## src/rtl/core/pwa_pkg.sv

```systemverilog
// Shared types, constants and codes of the power window averager.
`timescale 1ns / 1ps
`default_nettype none

package pwa_pkg;

  // Default sizes of the window state.
  localparam int COUNT_BITS_DEF = 16;
  localparam int SUM_BITS_DEF   = 32;

  // Register reset values.
  localparam logic [15:0] VOLTAGE_DIVISOR_RST   = 16'd513;
  localparam logic [11:0] CURRENT_OFFSET_RST    = 12'd2092;
  localparam logic [15:0] CURRENT_DIVISOR_RST   = 16'd104;
  localparam logic [15:0] OVERVOLTAGE_LIMIT_RST = 16'd455;
  localparam logic [7:0]  STOP_BELOW_RST        = 8'd147;
  localparam logic [7:0]  START_ABOVE_RST       = 8'd177;

  // Arithmetic constants.
  localparam int VOLT_SCALE    = 100;
  localparam int CURRENT_ROUND = 5;

  // Configuration port widths.
  localparam int CFG_INDEX_BITS = 3;
  localparam int CFG_DATA_BITS  = 16;

  // Motor status byte codes.
  localparam logic [7:0] MOTOR_STATUS_RUN  = 8'd0;
  localparam logic [7:0] MOTOR_STATUS_STOP = 8'd1;

  typedef enum logic [2:0] {
    OP_CURRENT = 3'd0,
    OP_VOLTAGE = 3'd1,
    OP_REPORT  = 3'd2,
    OP_ESTOP   = 3'd3,
    OP_MOTOR   = 3'd4
  } op_t;

  typedef enum logic [CFG_INDEX_BITS-1:0] {
    CFG_VOLTAGE_DIVISOR   = 3'd0,
    CFG_CURRENT_OFFSET    = 3'd1,
    CFG_CURRENT_DIVISOR   = 3'd2,
    CFG_OVERVOLTAGE_LIMIT = 3'd3,
    CFG_STOP_BELOW        = 3'd4,
    CFG_START_ABOVE       = 3'd5
  } cfg_idx_t;

  // The four divisions of a report, run one after another on one divider.
  typedef enum logic [1:0] {
    PH_VOLT_AVG   = 2'd0,
    PH_VOLT_SCALE = 2'd1,
    PH_CURR_AVG   = 2'd2,
    PH_CURR_SCALE = 2'd3
  } div_phase_t;

  typedef enum logic [2:0] {
    ST_IDLE,
    ST_DECODE,
    ST_DIV_START,
    ST_DIV_WAIT,
    ST_COMMIT
  } ctrl_state_t;

  typedef struct packed {
    logic [2:0]  operation;
    logic [11:0] sample_code;
    logic [7:0]  command_byte;
  } pwa_in_t;

  typedef struct packed {
    logic        report_valid;
    logic [15:0] voltage_out;
    logic [15:0] current_out;
    logic        over_voltage;
    logic [15:0] window_count;
    logic        empty_window;
    logic        motor_enabled;
    logic        stop_relay;
  } pwa_out_t;

  typedef struct packed {
    logic       load_item;
    logic       div_start;
    logic       div_capture;
    div_phase_t phase;
    logic       commit;
  } pwa_cmd_t;

  typedef struct packed {
    logic need_divide;
    logic div_done;
  } pwa_status_t;

endpackage

`default_nettype wire

```

## src/rtl/core/power_window_averager_top.sv

```systemverilog
// Top level of the power window averager: controller and datapath.
`timescale 1ns / 1ps
`default_nettype none

// Usage:
// The input channel (in_valid, in_ready, in_data) carries one operation per
// transaction: a current sample, a voltage sample, a report tick, an e-stop
// byte or a motor status byte. Every input transaction yields exactly one
// result transaction on the output channel (out_valid, out_ready, out_data).
// The configuration channel (cfg_valid, cfg_ready, cfg_index, cfg_data) is
// always ready and writes one register per transaction; indexes past the
// last register are ignored. Write it only while the block is idle.
// For samples, e-stop and status bytes the item passes through the decode and
// commit states into the output register, and the block then returns to idle
// to accept the next item. A report tick with samples in the window runs four
// divisions on one shared restoring divider that yields one quotient bit per
// cycle, one division after another, before the commit; a report of an empty
// window skips the divisions and is committed like a sample.
// One item is in work at a time, and the next is accepted once the previous
// result sits in the output register.
// A synchronous active-low reset clears the sums, counter, motor latch and
// output valid, and loads the register defaults. When the receiver stalls,
// the result holds in the output register and the block waits to commit the
// following item until the register is free.

module power_window_averager_top #(
  parameter int COUNT_BITS = pwa_pkg::COUNT_BITS_DEF,
  parameter int SUM_BITS   = pwa_pkg::SUM_BITS_DEF
) (
  input  wire logic                               clk,
  input  wire logic                               rst_n,
  input  wire logic                               in_valid,
  output logic                                    in_ready,
  input  wire pwa_pkg::pwa_in_t                   in_data,
  output logic                                    out_valid,
  input  wire logic                               out_ready,
  output pwa_pkg::pwa_out_t                       out_data,
  input  wire logic                               cfg_valid,
  output logic                                    cfg_ready,
  input  wire logic [pwa_pkg::CFG_INDEX_BITS-1:0] cfg_index,
  input  wire logic [pwa_pkg::CFG_DATA_BITS-1:0]  cfg_data
);

  pwa_pkg::pwa_cmd_t    cmd;
  pwa_pkg::pwa_status_t status;

  // Register writes never stall.
  assign cfg_ready = 1'b1;

  pwa_ctrl u_ctrl (
    .clk       (clk),
    .rst_n     (rst_n),
    .in_valid  (in_valid),
    .in_ready  (in_ready),
    .out_valid (out_valid),
    .out_ready (out_ready),
    .status    (status),
    .cmd       (cmd)
  );

  pwa_datapath #(
    .COUNT_BITS (COUNT_BITS),
    .SUM_BITS   (SUM_BITS)
  ) u_datapath (
    .clk       (clk),
    .rst_n     (rst_n),
    .in_item   (in_data),
    .cfg_write (cfg_valid && cfg_ready),
    .cfg_index (cfg_index),
    .cfg_value (cfg_data),
    .cmd       (cmd),
    .status    (status),
    .result    (out_data)
  );

endmodule

`default_nettype wire

```

## src/rtl/core/pwa_divider.sv

```systemverilog
// Restoring divider that produces one quotient bit per cycle.
`timescale 1ns / 1ps
`default_nettype none

module pwa_divider #(
  parameter int DIVIDEND_W = 32,
  parameter int DIVISOR_W  = 16
) (
  input  wire logic                  clk,
  input  wire logic                  rst_n,
  input  wire logic                  start,
  input  wire logic [DIVIDEND_W-1:0] dividend,
  input  wire logic [DIVISOR_W-1:0]  divisor,
  output logic                       done,
  output logic [DIVIDEND_W-1:0]      quotient
);

  localparam int CNT_W = $clog2(DIVIDEND_W + 1);

  logic [DIVIDEND_W-1:0] quo_r, quo_nxt;
  logic [DIVISOR_W-1:0]  rem_r, rem_nxt;
  logic [CNT_W-1:0]      cnt_r, cnt_nxt;
  logic                  done_r, done_nxt;
  logic [DIVISOR_W:0]    rem_shift;
  logic [DIVISOR_W:0]    trial;
  logic                  fits;

  assign rem_shift = {rem_r, quo_r[DIVIDEND_W-1]};
  assign trial     = rem_shift - {1'b0, divisor};
  // The trial difference stays below the divisor when it does not borrow.
  assign fits      = ~trial[DIVISOR_W];

  always_comb begin
    quo_nxt  = quo_r;
    rem_nxt  = rem_r;
    cnt_nxt  = cnt_r;
    done_nxt = 1'b0;
    if (start) begin
      quo_nxt = dividend;
      rem_nxt = '0;
      cnt_nxt = CNT_W'(DIVIDEND_W);
    end else if (cnt_r != '0) begin
      quo_nxt  = {quo_r[DIVIDEND_W-2:0], fits};
      rem_nxt  = fits ? trial[DIVISOR_W-1:0] : rem_shift[DIVISOR_W-1:0];
      cnt_nxt  = cnt_r - CNT_W'(1);
      done_nxt = (cnt_r == CNT_W'(1));
    end
  end

  always_ff @(posedge clk) begin
    if (!rst_n) begin
      cnt_r  <= '0;
      done_r <= 1'b0;
    end else begin
      cnt_r  <= cnt_nxt;
      done_r <= done_nxt;
    end
    quo_r <= quo_nxt;
    rem_r <= rem_nxt;
  end

  assign done     = done_r;
  assign quotient = quo_r;

endmodule

`default_nettype wire

```

## src/rtl/core/pwa_datapath.sv

```systemverilog
// Window sums, configuration registers, motor latch, divider and result register.
`timescale 1ns / 1ps
`default_nettype none

module pwa_datapath #(
  parameter int COUNT_BITS = pwa_pkg::COUNT_BITS_DEF,
  parameter int SUM_BITS   = pwa_pkg::SUM_BITS_DEF
) (
  input  wire logic                                clk,
  input  wire logic                                rst_n,
  input  wire pwa_pkg::pwa_in_t                    in_item,
  input  wire logic                                cfg_write,
  input  wire logic [pwa_pkg::CFG_INDEX_BITS-1:0]  cfg_index,
  input  wire logic [pwa_pkg::CFG_DATA_BITS-1:0]   cfg_value,
  input  wire pwa_pkg::pwa_cmd_t                   cmd,
  output pwa_pkg::pwa_status_t                     status,
  output pwa_pkg::pwa_out_t                        result
);

  localparam int DIV_W  = (COUNT_BITS > 16) ? COUNT_BITS : 16;
  localparam int WCNT_W = (COUNT_BITS > 16) ? COUNT_BITS : 16;

  // Configuration registers.
  logic [15:0] vdiv_r, idiv_r, ov_limit_r;
  logic [11:0] ioffset_r;
  logic [7:0]  stop_below_r, start_above_r;

  // Window and motor state.
  logic [SUM_BITS-1:0]   vsum_r, vsum_nxt;
  logic [SUM_BITS-1:0]   isum_r, isum_nxt;
  logic [COUNT_BITS-1:0] cnt_r, cnt_nxt;
  logic                  motor_r, motor_nxt;
  logic                  latch_r, latch_nxt;
  logic                  relay_r, relay_nxt;

  // Item and report intermediates.
  pwa_pkg::pwa_in_t      item_r;
  logic [SUM_BITS-1:0]   avg_r;
  logic [SUM_BITS-1:0]   volt_r;
  logic [SUM_BITS-1:0]   curr_r;
  pwa_pkg::pwa_out_t     result_r, result_nxt;

  logic [SUM_BITS-1:0]   vprod;
  logic [SUM_BITS-1:0]   icorr;
  logic [SUM_BITS-1:0]   div_dividend;
  logic [DIV_W-1:0]      div_divisor;
  logic [DIV_W-1:0]      vdiv_eff, idiv_eff;
  logic                  div_done;
  logic [SUM_BITS-1:0]   div_quotient;
  logic                  cnt_zero;
  logic [WCNT_W-1:0]     cnt_wide;

  assign cnt_zero = (cnt_r == '0);
  assign cnt_wide = WCNT_W'(cnt_r);
  assign vprod    = vsum_r * SUM_BITS'(pwa_pkg::VOLT_SCALE);
  assign icorr    = avg_r - SUM_BITS'(ioffset_r) + SUM_BITS'(pwa_pkg::CURRENT_ROUND);
  // A divisor register that holds zero divides by one.
  assign vdiv_eff = (vdiv_r == '0) ? DIV_W'(1) : DIV_W'(vdiv_r);
  assign idiv_eff = (idiv_r == '0) ? DIV_W'(1) : DIV_W'(idiv_r);

  always_comb begin
    unique case (cmd.phase)
      pwa_pkg::PH_VOLT_AVG: begin
        div_dividend = vprod;
        div_divisor  = DIV_W'(cnt_r);
      end
      pwa_pkg::PH_VOLT_SCALE: begin
        div_dividend = avg_r;
        div_divisor  = vdiv_eff;
      end
      pwa_pkg::PH_CURR_AVG: begin
        div_dividend = isum_r;
        div_divisor  = DIV_W'(cnt_r);
      end
      pwa_pkg::PH_CURR_SCALE: begin
        div_dividend = icorr;
        div_divisor  = idiv_eff;
      end
      default: begin
        div_dividend = '0;
        div_divisor  = DIV_W'(1);
      end
    endcase
  end

  pwa_divider #(
    .DIVIDEND_W (SUM_BITS),
    .DIVISOR_W  (DIV_W)
  ) u_divider (
    .clk      (clk),
    .rst_n    (rst_n),
    .start    (cmd.div_start),
    .dividend (div_dividend),
    .divisor  (div_divisor),
    .done     (div_done),
    .quotient (div_quotient)
  );

  assign status.need_divide = (item_r.operation == pwa_pkg::OP_REPORT) && !cnt_zero;
  assign status.div_done    = div_done;

  // State update and result of the committed item.
  always_comb begin
    vsum_nxt   = vsum_r;
    isum_nxt   = isum_r;
    cnt_nxt    = cnt_r;
    motor_nxt  = motor_r;
    latch_nxt  = latch_r;
    relay_nxt  = relay_r;
    result_nxt = '0;
    unique case (item_r.operation)
      pwa_pkg::OP_CURRENT: begin
        isum_nxt = isum_r + SUM_BITS'(item_r.sample_code);
      end
      pwa_pkg::OP_VOLTAGE: begin
        isum_nxt = isum_r;
        vsum_nxt = vsum_r + SUM_BITS'(item_r.sample_code);
        cnt_nxt  = cnt_r + COUNT_BITS'(1);
      end
      pwa_pkg::OP_REPORT: begin
        result_nxt.report_valid = 1'b1;
        if (cnt_zero) begin
          result_nxt.empty_window = 1'b1;
        end else begin
          result_nxt.voltage_out  = volt_r[15:0];
          result_nxt.current_out  = curr_r[15:0];
          result_nxt.over_voltage = (volt_r > SUM_BITS'(ov_limit_r));
          result_nxt.window_count = cnt_wide[15:0];
        end
        vsum_nxt = '0;
        isum_nxt = '0;
        cnt_nxt  = '0;
      end
      pwa_pkg::OP_ESTOP: begin
        if (item_r.command_byte < stop_below_r) begin
          relay_nxt = 1'b1;
          motor_nxt = 1'b0;
          latch_nxt = 1'b0;
        end else if (item_r.command_byte > start_above_r && !latch_r) begin
          relay_nxt = 1'b0;
          motor_nxt = 1'b1;
        end
      end
      pwa_pkg::OP_MOTOR: begin
        if (item_r.command_byte == pwa_pkg::MOTOR_STATUS_STOP) begin
          relay_nxt = 1'b1;
          motor_nxt = 1'b0;
          latch_nxt = 1'b1;
        end else if (item_r.command_byte == pwa_pkg::MOTOR_STATUS_RUN && !latch_r) begin
          relay_nxt = 1'b0;
          motor_nxt = 1'b1;
        end
      end
      default: begin
        vsum_nxt = vsum_r;
      end
    endcase
    result_nxt.motor_enabled = motor_nxt;
    result_nxt.stop_relay    = relay_nxt;
  end

  always_ff @(posedge clk) begin
    if (!rst_n) begin
      vdiv_r        <= pwa_pkg::VOLTAGE_DIVISOR_RST;
      ioffset_r     <= pwa_pkg::CURRENT_OFFSET_RST;
      idiv_r        <= pwa_pkg::CURRENT_DIVISOR_RST;
      ov_limit_r    <= pwa_pkg::OVERVOLTAGE_LIMIT_RST;
      stop_below_r  <= pwa_pkg::STOP_BELOW_RST;
      start_above_r <= pwa_pkg::START_ABOVE_RST;
    end else if (cfg_write) begin
      unique case (cfg_index)
        pwa_pkg::CFG_VOLTAGE_DIVISOR:   vdiv_r        <= cfg_value;
        pwa_pkg::CFG_CURRENT_OFFSET:    ioffset_r     <= cfg_value[11:0];
        pwa_pkg::CFG_CURRENT_DIVISOR:   idiv_r        <= cfg_value;
        pwa_pkg::CFG_OVERVOLTAGE_LIMIT: ov_limit_r    <= cfg_value;
        pwa_pkg::CFG_STOP_BELOW:        stop_below_r  <= cfg_value[7:0];
        pwa_pkg::CFG_START_ABOVE:       start_above_r <= cfg_value[7:0];
        default: begin
        end
      endcase
    end
  end

  always_ff @(posedge clk) begin
    if (!rst_n) begin
      vsum_r  <= '0;
      isum_r  <= '0;
      cnt_r   <= '0;
      motor_r <= 1'b0;
      latch_r <= 1'b0;
      relay_r <= 1'b0;
    end else if (cmd.commit) begin
      vsum_r  <= vsum_nxt;
      isum_r  <= isum_nxt;
      cnt_r   <= cnt_nxt;
      motor_r <= motor_nxt;
      latch_r <= latch_nxt;
      relay_r <= relay_nxt;
    end
  end

  always_ff @(posedge clk) begin
    if (cmd.load_item) begin
      item_r <= in_item;
    end
    if (cmd.div_capture) begin
      unique case (cmd.phase)
        pwa_pkg::PH_VOLT_AVG:   avg_r  <= div_quotient;
        pwa_pkg::PH_VOLT_SCALE: volt_r <= div_quotient;
        pwa_pkg::PH_CURR_AVG:   avg_r  <= div_quotient;
        pwa_pkg::PH_CURR_SCALE: curr_r <= div_quotient;
        default: begin
        end
      endcase
    end
    if (cmd.commit) begin
      result_r <= result_nxt;
    end
  end

  assign result = result_r;

endmodule

`default_nettype wire

```

## src/rtl/core/pwa_ctrl.sv

```systemverilog
// Sequencing state machine of the power window averager.
`timescale 1ns / 1ps
`default_nettype none

module pwa_ctrl (
  input  wire logic                 clk,
  input  wire logic                 rst_n,
  input  wire logic                 in_valid,
  output logic                      in_ready,
  output logic                      out_valid,
  input  wire logic                 out_ready,
  input  wire pwa_pkg::pwa_status_t status,
  output pwa_pkg::pwa_cmd_t         cmd
);

  pwa_pkg::ctrl_state_t state_r, state_nxt;
  pwa_pkg::div_phase_t  phase_r, phase_nxt;
  logic                 out_valid_r, out_valid_nxt;
  logic                 slot_free;

  assign slot_free = !out_valid_r || out_ready;

  // Next state.
  always_comb begin
    state_nxt = state_r;
    phase_nxt = phase_r;
    unique case (state_r)
      pwa_pkg::ST_IDLE: begin
        if (in_valid) begin
          state_nxt = pwa_pkg::ST_DECODE;
        end
      end
      pwa_pkg::ST_DECODE: begin
        phase_nxt = pwa_pkg::PH_VOLT_AVG;
        state_nxt = status.need_divide ? pwa_pkg::ST_DIV_START : pwa_pkg::ST_COMMIT;
      end
      pwa_pkg::ST_DIV_START: begin
        state_nxt = pwa_pkg::ST_DIV_WAIT;
      end
      pwa_pkg::ST_DIV_WAIT: begin
        if (status.div_done) begin
          if (phase_r == pwa_pkg::PH_CURR_SCALE) begin
            state_nxt = pwa_pkg::ST_COMMIT;
          end else begin
            phase_nxt = pwa_pkg::div_phase_t'(phase_r + 2'd1);
            state_nxt = pwa_pkg::ST_DIV_START;
          end
        end
      end
      pwa_pkg::ST_COMMIT: begin
        if (slot_free) begin
          state_nxt = pwa_pkg::ST_IDLE;
        end
      end
      default: begin
        state_nxt = pwa_pkg::ST_IDLE;
      end
    endcase
  end

  // Outputs.
  always_comb begin
    in_ready        = 1'b0;
    cmd.load_item   = 1'b0;
    cmd.div_start   = 1'b0;
    cmd.div_capture = 1'b0;
    cmd.commit      = 1'b0;
    cmd.phase       = phase_r;
    unique case (state_r)
      pwa_pkg::ST_IDLE: begin
        in_ready      = 1'b1;
        cmd.load_item = in_valid;
      end
      pwa_pkg::ST_DECODE: begin
        cmd.phase = pwa_pkg::PH_VOLT_AVG;
      end
      pwa_pkg::ST_DIV_START: begin
        cmd.div_start = 1'b1;
      end
      pwa_pkg::ST_DIV_WAIT: begin
        cmd.div_capture = status.div_done;
      end
      pwa_pkg::ST_COMMIT: begin
        cmd.commit = slot_free;
      end
      default: begin
        in_ready = 1'b0;
      end
    endcase
  end

  always_comb begin
    if (cmd.commit) begin
      out_valid_nxt = 1'b1;
    end else if (out_ready) begin
      out_valid_nxt = 1'b0;
    end else begin
      out_valid_nxt = out_valid_r;
    end
  end

  always_ff @(posedge clk) begin
    if (!rst_n) begin
      state_r     <= pwa_pkg::ST_IDLE;
      phase_r     <= pwa_pkg::PH_VOLT_AVG;
      out_valid_r <= 1'b0;
    end else begin
      state_r     <= state_nxt;
      phase_r     <= phase_nxt;
      out_valid_r <= out_valid_nxt;
    end
  end

  assign out_valid = out_valid_r;

endmodule

`default_nettype wire
```

## config.mk

```make
export PLATFORM = sky130hd
export DESIGN_NAME = power_window_averager_top
export DESIGN_NICKNAME = d
export VERILOG_FILES = /design/src/rtl/core/pwa_pkg.sv /design/src/rtl/core/power_window_averager_top.sv /design/src/rtl/core/pwa_divider.sv /design/src/rtl/core/pwa_datapath.sv /design/src/rtl/core/pwa_ctrl.sv
export SDC_FILE = /design/constraint.sdc
export NUM_CORES = 1
export LEC_CHECK = 0
export BUFFER_PORTS_ARGS = -buffer_cell sky130_fd_sc_hd__buf_2
export CAP_MARGIN = 25
export CORE_MARGIN = 4
export CORE_UTILIZATION = 35
export CTS_CLUSTER_SIZE = 20
export DETAILED_ROUTE_END_ITERATION = 7
export PLACE_DENSITY = 0.57
export SLEW_MARGIN = 0
export SYNTH_ARGS = -nofsm -noshare
export SYNTH_HDL_FRONTEND = slang
export SYNTH_HIERARCHICAL = 1
export SYNTH_SLANG_ARGS = --single-unit
```

## constraint.sdc

```tcl
create_clock -name clk -period 12.2 [get_ports clk]
set_input_delay 0.61 -clock clk [delete_from_list [all_inputs] [get_ports clk]]
set_output_delay 0.61 -clock clk [all_outputs]
set_load 0.05 [all_outputs]
```

==> results.yml, run 1 <==
floorplanning:
  die_area_um2: 69400
  start_util_pct: 35.4
  core_area_um2: 64500
  rows: 93
  die_width_um: 263
  ios: 103
  die_h_um: 263
grt:
  grt-ovfl-total: 0
  grt_pass1_vias: 17583
  antenna_found_initial: 1
  grt_start_max_net_pins: 67
  grt_use_total_pct: 17.2
  grt_pass1_wl_mm: 98.1
hold_path:
  hp-class: "input pin to flip-flop"
layout:
  nets: 2724
  num_antenna_cells: 0
  layout-drive-gt1-share_pct: 11.2
  final_common_cell: "nand2_1"
  fin_area_um2: 25600
  layout.cells.most_common_list: "nand2_1, inv_1, ha_1, a21oi_1, edfxtp_1"
  area_delta_synth_final_pct: 12.2
timing:
  rsz0062_at_grt: "false"
  finClkSkew_ns: 0.0255
  maxSlewHeadroom_pct: 37.5
  fmax_mhz: 224
  report.final.slew_viol_count: 0
  tightest_slew_ns: 0.938
  min_period_over_period_pct: 36.6
  setup_violations: 0
  finalSetupTns_ns: 0
  hold_viol: 0
  layout_min_cycle_time_ns: 4.46
synthesis:
  synth.avg_cell_area_um2: 9.59
  synth_seq_area_share_pct: 41.0
  synth-async-reset-ratio_pct: 0
  synth_ff_type: "edfxtp_1"
  ys_ff_latch: 374
  synth_edf_count: 188
  synthDistinctLibCells: 94
  syn_area_um2: 22800
  synth.net_count: 2652
  netlist_instances: 2380
  ys_warn_count: 6
clock_network:
  clk_pin_slew_ns: 0.06
  cts_buffers: 43
  cts.repair.resized: 0
  ctsLongestPathBuffers: 3
  htree_levels: 2
  hold_buffers: 0
  clock-root-buffer: "clkbuf_16"
  clkLatencyLatePin_ns: 0.57
  cts_setup_buffers: 0
  cts_tree: "built"
  cts_sinks: 374
routing:
  antenna_left: 0
  dr.first_iter.drc_count: 1190
  via_per_inst: 5.39
  first_pass_iters: 5
  wl_per_cell_um: 18.3
  num_vias: 18008
  wl_mm: 61.3
  drcViolationCount: 0
place:
  placed_area_um2: 24200
  gp_congestion: 0.881
  place_hpwl_mm: 45.4
  io_buffer_count: 101
outcome:
  outcome: "completed"
setup_path:
  endpoint_kind: "flip-flop"
  arrival_ns: 4.77
  worstPathCellList: "ha_1 > ha_1 > inv_1 > fa_1 > inv_1 > ha_1 > o21a_1 > o31a_1 > nor2_1 > nor3_1 > a31oi_1 > a21oi_1 > xor2_1 > mux4_2 > mux2_2"
  critPathKind: "flip-flop to flip-flop"
  ff2ff_setup_slack_ns: 7.74
  worst-path-buf-inv: 2
  cpMaxStageDelayCell: "nor3_1"
  cp-start-kind: "flip-flop"
  critPathMaxFanout: 5
  critPathTopFamily: "adder cells"
  required_ns: 12.51
  crit_top_cell: "ha_1"
  max_stage_delay_ns: 0.51
run:
  max-cap-violations: 0
power_and_ir_drop:
  p_leak_uw: 0.0107
  irDropWorstVdd_mv: 0.103
  pwr_density_cell_nw_per_um2: 149
-- worst register-to-register path, cell delays in order (launching register included) --
cell and delay [ns]:
dfxtp_1 0.43, ha_1 0.27, ha_1 0.28, inv_1 0.06
fa_1 0.49, inv_1 0.04, ha_1 0.36, o21a_1 0.13
o31a_1 0.16, nor2_1 0.08, nor3_1 0.51, a31oi_1 0.25
a21oi_1 0.31, xor2_1 0.11, mux4_2 0.45, mux2_2 0.27
-- per-layer routing --
metal / global-route usage, % / share of wire (%) / vias up
met2: 29.2 / 47 / 548
met5: 0 / 0 / -
met4: 5.81 / 3.1 / 0
met3: 2.16 / 5.1 / 101
li1: - / - / 8721
met1: 22.7 / 45 / 8638
-- cells in the mapped netlist, types with 46 or more instances --
cell | n | area [um^2]
edfxtp_1 | 188 | 5650
nand2_1 | 232 | 871
clkbuf_1 | 74 | 278
nand3_1 | 65 | 325
o211ai_1 | 46 | 345
xnor2_1 | 62 | 543
and3_1 | 67 | 419
a21oi_1 | 188 | 941
nor2_1 | 146 | 548
o21ai_0 | 79 | 395
a21o_1 | 54 | 405
inv_1 | 205 | 769
ha_1 | 197 | 2460
dfxtp_1 | 186 | 3720
-- sequential cells by signal (all words and copies together) (netlist names), 2 cells and up --
register and count:
u_datapath/u_divider/rem_r 16, u_datapath/u_divider/quotient 32, u_datapath/isum_r 32, u_datapath/vsum_r 30, u_datapath/result 53, u_ctrl/phase_r 2, u_datapath/vdiv_r 16, u_datapath/item_r 23
u_datapath/avg_r 32, u_datapath/stop_below_r 8, u_ctrl/state_r 3, u_datapath/idiv_r 16, u_datapath/curr_r 16, u_datapath/volt_r 32, u_datapath/start_above_r 8, u_datapath/ioffset_r 12
u_datapath/u_divider/cnt_r 6, u_datapath/ov_limit_r 16, u_datapath/cnt_r 16
-- kinds of logic (layout without fill, tap and decap cells) --
group | Yosys count | count (layout) | share of synthesized area [%]
adders and majority gates | 225 | 225 | 13.2
xor gates and xnor gates | 105 | 105 | 4.03
AOI/OAI and AO/OA | 549 | 549 | 15.7
other | 1 | 1 | 0.0164
DFF | 374 | 374 | 41.0
buffers and inverters | 302 | 408 | 5.12
muxes | 72 | 72 | 4.27
and+or+nand+nor | 752 | 752 | 16.6
-- report_power, final --
part	total, uW	internal (uW)	leakage, uW	switching, uW
combinational	869	339	0.00665	530
sequential	1650	1520	0.00333	129
clock	1300	769	0.000678	527
-- per-stage QoR --
stage	power, uW	setup WS, ns	instances	utilization (%)	hold slack, ns
4_1_cts	3840	7.77	3341	39.7	0.183
3_3_place_gp	2510	7.89	3261	37.5	0.442
2_1_floorplan	2270	8.28	2380	-	0.436
5_1_grt	4010	7.45	3341	39.7	0.192
3_5_place_dp	2530	7.79	3262	37.5	0.447
6_report	3820	7.74	3341	39.7	0.214
-- area by class of cell --
type / count / area, um^2
Timing Repair Buffer: 122 / 667
Tap cell: 855 / 1070
Clock buffer: 63 / 1200
Sequential cell: 374 / 9370
Multi-Input combinational cell: 1704 / 12300
Fill cell: 6305 / 38900
Inverter: 207 / 777
Clock inverter: 16 / 204
-- path summary, 6_finish.rpt --
path / start / endpoint / cells past startpoint
worst max-delay path: u_datapath/vsum_r[4]$_SDFFE_PN0P_ / u_datapath/u_divider/quotient[28]$_DFFE_PP_ / 15
worst min-delay path: in_data[21] / u_datapath/item_r[21]$_DFFE_PP_ / 1
worst max register to register: u_datapath/vsum_r[4]$_SDFFE_PN0P_ / u_datapath/u_divider/quotient[28]$_DFFE_PP_ / 15
worst min register to register: u_datapath/ov_limit_r[5]$_SDFFE_PN0P_ / u_datapath/ov_limit_r[5]$_SDFFE_PN0P_ / 2
(Power assumes the default switching activity.)
==> run 2: changes to the inputs <==
ABC_AREA = 1   (was unset)
clock period = 4.3 ns   (was 12.2 ns; I/O delays follow)
==> run 2 against run 1 <==
- critical path depth is 6 higher
- sequential cell count stayed put
- combinational power grew to 3.0 times the previous value
- sequential share of layout area is 3.0 points lower
- area after synthesis is 7.4% higher
- die area is 7.1% higher
- largest power group unchanged
==> results.yml, run 2 <==
timing:
  min_period_over_period_pct: 89.1
  rsz0062_at_grt: "false"
  layout_min_cycle_time_ns: 3.83
  finalSetupTns_ns: 0
  report.final.slew_viol_count: 0
  tightest_slew_ns: 0.805
  maxSlewHeadroom_pct: 46.0
  finClkSkew_ns: 0.0277
  hold_viol: 0
  setup_violations: 0
  fmax_mhz: 261
clock_network:
  cts_tree: "built"
  cts.repair.resized: 0
  ctsLongestPathBuffers: 3
  htree_levels: 2
  cts_buffers: 43
  clock-root-buffer: "clkbuf_16"
  clk_pin_slew_ns: 0.06
  clkLatencyLatePin_ns: 0.59
  cts_sinks: 374
place:
  gp_congestion: 0.917
  place_inst: 4377
  place_hpwl_mm: 56.4
  io_buffer_count: 101
routing:
  via_per_inst: 4.83
  antenna_left: 0
  drcViolationCount: 0
  first_pass_iters: 5
  num_vias: 21705
  dr.first_iter.drc_count: 1681
  wl_mm: 73.0
  wl_per_cell_um: 16.2
synthesis:
  synth-async-reset-ratio_pct: 0
  syn_area_um2: 24500
  synth.net_count: 3652
  synth_edf_count: 188
  synth_area_leader_cell: "edfxtp_1"
  ys_warn_count: 6
  netlist_instances: 3380
  synth.avg_cell_area_um2: 7.25
  synthTopCellsByArea: "edfxtp_1, dfxtp_1, nand2_1"
  synth_seq_area_share_pct: 38.2
  synth_ff_type: "edfxtp_1"
  synthDistinctLibCells: 54
  yosys.area.top_type_share_pct: 23.0
  synth_most_common_cell: "nand2_1"
  ys_ff_latch: 374
  synth_commonest_cells: "nand2_1, inv_1, nor2_1"
setup_path:
  arrival_ns: 4.31
  cp-start-kind: "flip-flop"
  ff2ff_setup_slack_ns: 0.47
  required_ns: 4.78
  critPathKind: "flip-flop to flip-flop"
  critPathMaxFanout: 19
  r2r_cells: 21
  endpoint_kind: "flip-flop"
floorplanning:
  rows: 96
  start_util_pct: 35.5
  core_area_um2: 69100
  die_area_um2: 74300
  die_h_um: 273
  ios: 103
  die_width_um: 273
layout:
  finalNonFillerCells: 4494
  area_delta_synth_final_pct: 13.8
  layout-drive-gt1-share_pct: 7.10
  layout.cells.most_common_list: "nand2_1, inv_1, nor2_1, a21oi_1, ha_1"
  nets: 3799
  final_util_pct: 40.4
  final_common_cell: "nand2_1"
  largest_reg_flops: 53
grt:
  grt_start_max_net_pins: 50
  antenna_found_initial: 1
  grt_pass1_wl_mm: 114
  grt-ovfl-total: 0
  grt_use_total_pct: 19.3
  grt_pass1_vias: 20371
run:
  max-cap-violations: 0
hold_path:
  holdPathStages: 3
  hp-class: "input pin to flip-flop"
power_and_ir_drop:
  irDropWorstVdd_mv: 0.361
  pwr_density_cell_nw_per_um2: 394
  p_leak_uw: 0.0134
outcome:
  outcome: "completed"
## run 2: changes by cell type in the layout (fill, tap and decap cells not counted), moves of 33 or more
cell,delta
dlygate4sd3_1,+36
nand2_1,+720
xnor2_1,-50
mux2_2,-33
nor2_1,+171
a21o_1,-52
inv_1,+417
and3_1,-66
o21ai_0,+48
nand3_1,+117
## run 2: worst paths after layout
check | start | endpoint
max | u_ctrl/state_r[0]$_SDFFE_PN0P_ | u_datapath/u_divider/rem_r[1]$_SDFFE_PP0N_
min | cfg_index[0] | u_datapath/idiv_r[5]$_SDFFE_PN1P_
max reg2reg | u_ctrl/state_r[0]$_SDFFE_PN0P_ | u_datapath/u_divider/rem_r[1]$_SDFFE_PP0N_
min reg2reg | u_datapath/ov_limit_r[5]$_SDFFE_PN0P_ | u_datapath/ov_limit_r[5]$_SDFFE_PN0P_
## run 2: cell type report
cell class | instances | area (um^2)
fill | 7220 | 41200
clock inverter | 16 | 173
timing repair buffer | 164 | 1080
sequential | 374 | 9370
multi-input combinational | 2312 | 12500
inverter | 632 | 2380
clock buffer | 64 | 1200
antenna | 1 | 2.50
tap | 931 | 1160
## run 2: power by group
group / leakage (uW) / internal [uW] / total (uW) / switching (uW)
Combinational: 0.00951 / 862 / 2590 / 1730
Sequential: 0.00327 / 4340 / 4730 / 392
Clock: 0.000654 / 2080 / 3680 / 1600
## run 2: logic make-up after synthesis
group	Yosys count	synth area share [%]
XOR/XNOR	23	0.822
AND/OR/NAND/NOR	1636	28.1
flip-flops	374	38.2
adder cells (fa/ha/maj)	225	12.3
buffers and inverters	694	10.9
other	1	0.0153
AO/OA/AOI/OAI	427	9.60
## run 2: metrics by stage
| step | total power, uW | setup slack, ns | area, um^2 | hold WS (ns) |
|---|---|---|---|---|
| finish | 11000 | 0.469 | 27900 | 0.0316 |
| global route | 11700 | 0.0420 | 27900 | 0.0309 |
| CTS | 11100 | 0.530 | 27900 | 0.00722 |
| detailed placement | 7340 | 0.540 | 26200 | 0.393 |
| global placement | 7360 | 0.644 | 26100 | 0.392 |
| floorplan | 6590 | 1.04 | 24500 | 0.314 |
## run 2: routing by layer
layer,wire [um],up-vias,GRT usage (%)
met1,34500,9860,27.0
met2,32200,570,31.4
met4,2230,2,5.70
met3,4060,104,2.54
li1,-,11169,-
met5,13,-,0
## run 2: timing repair
item,CTS,global route
hold buffers,36,0
setup buffers,0,0
hold endpoints to repair,49,0
## run 2: critical path, stage by stage (launching register included)
cell and delay (ns):
dfxtp_1 0.40, inv_1 0.05, nor2_1 0.21, nand2_1 0.11, nand2_1 0.11, inv_1 0.19, nand2_1 0.52, o211ai_1 0.21
ha_1 0.26, fa_1 0.41, inv_1 0.12, nand2_1 0.06, nand2_1 0.10, nand3_1 0.11, nand2_1 0.12, nand2_2 0.09
nand3_2 0.19, nand2_2 0.17, nand2_1 0.10, nand3_1 0.07, nand2_1 0.09, inv_1 0.03
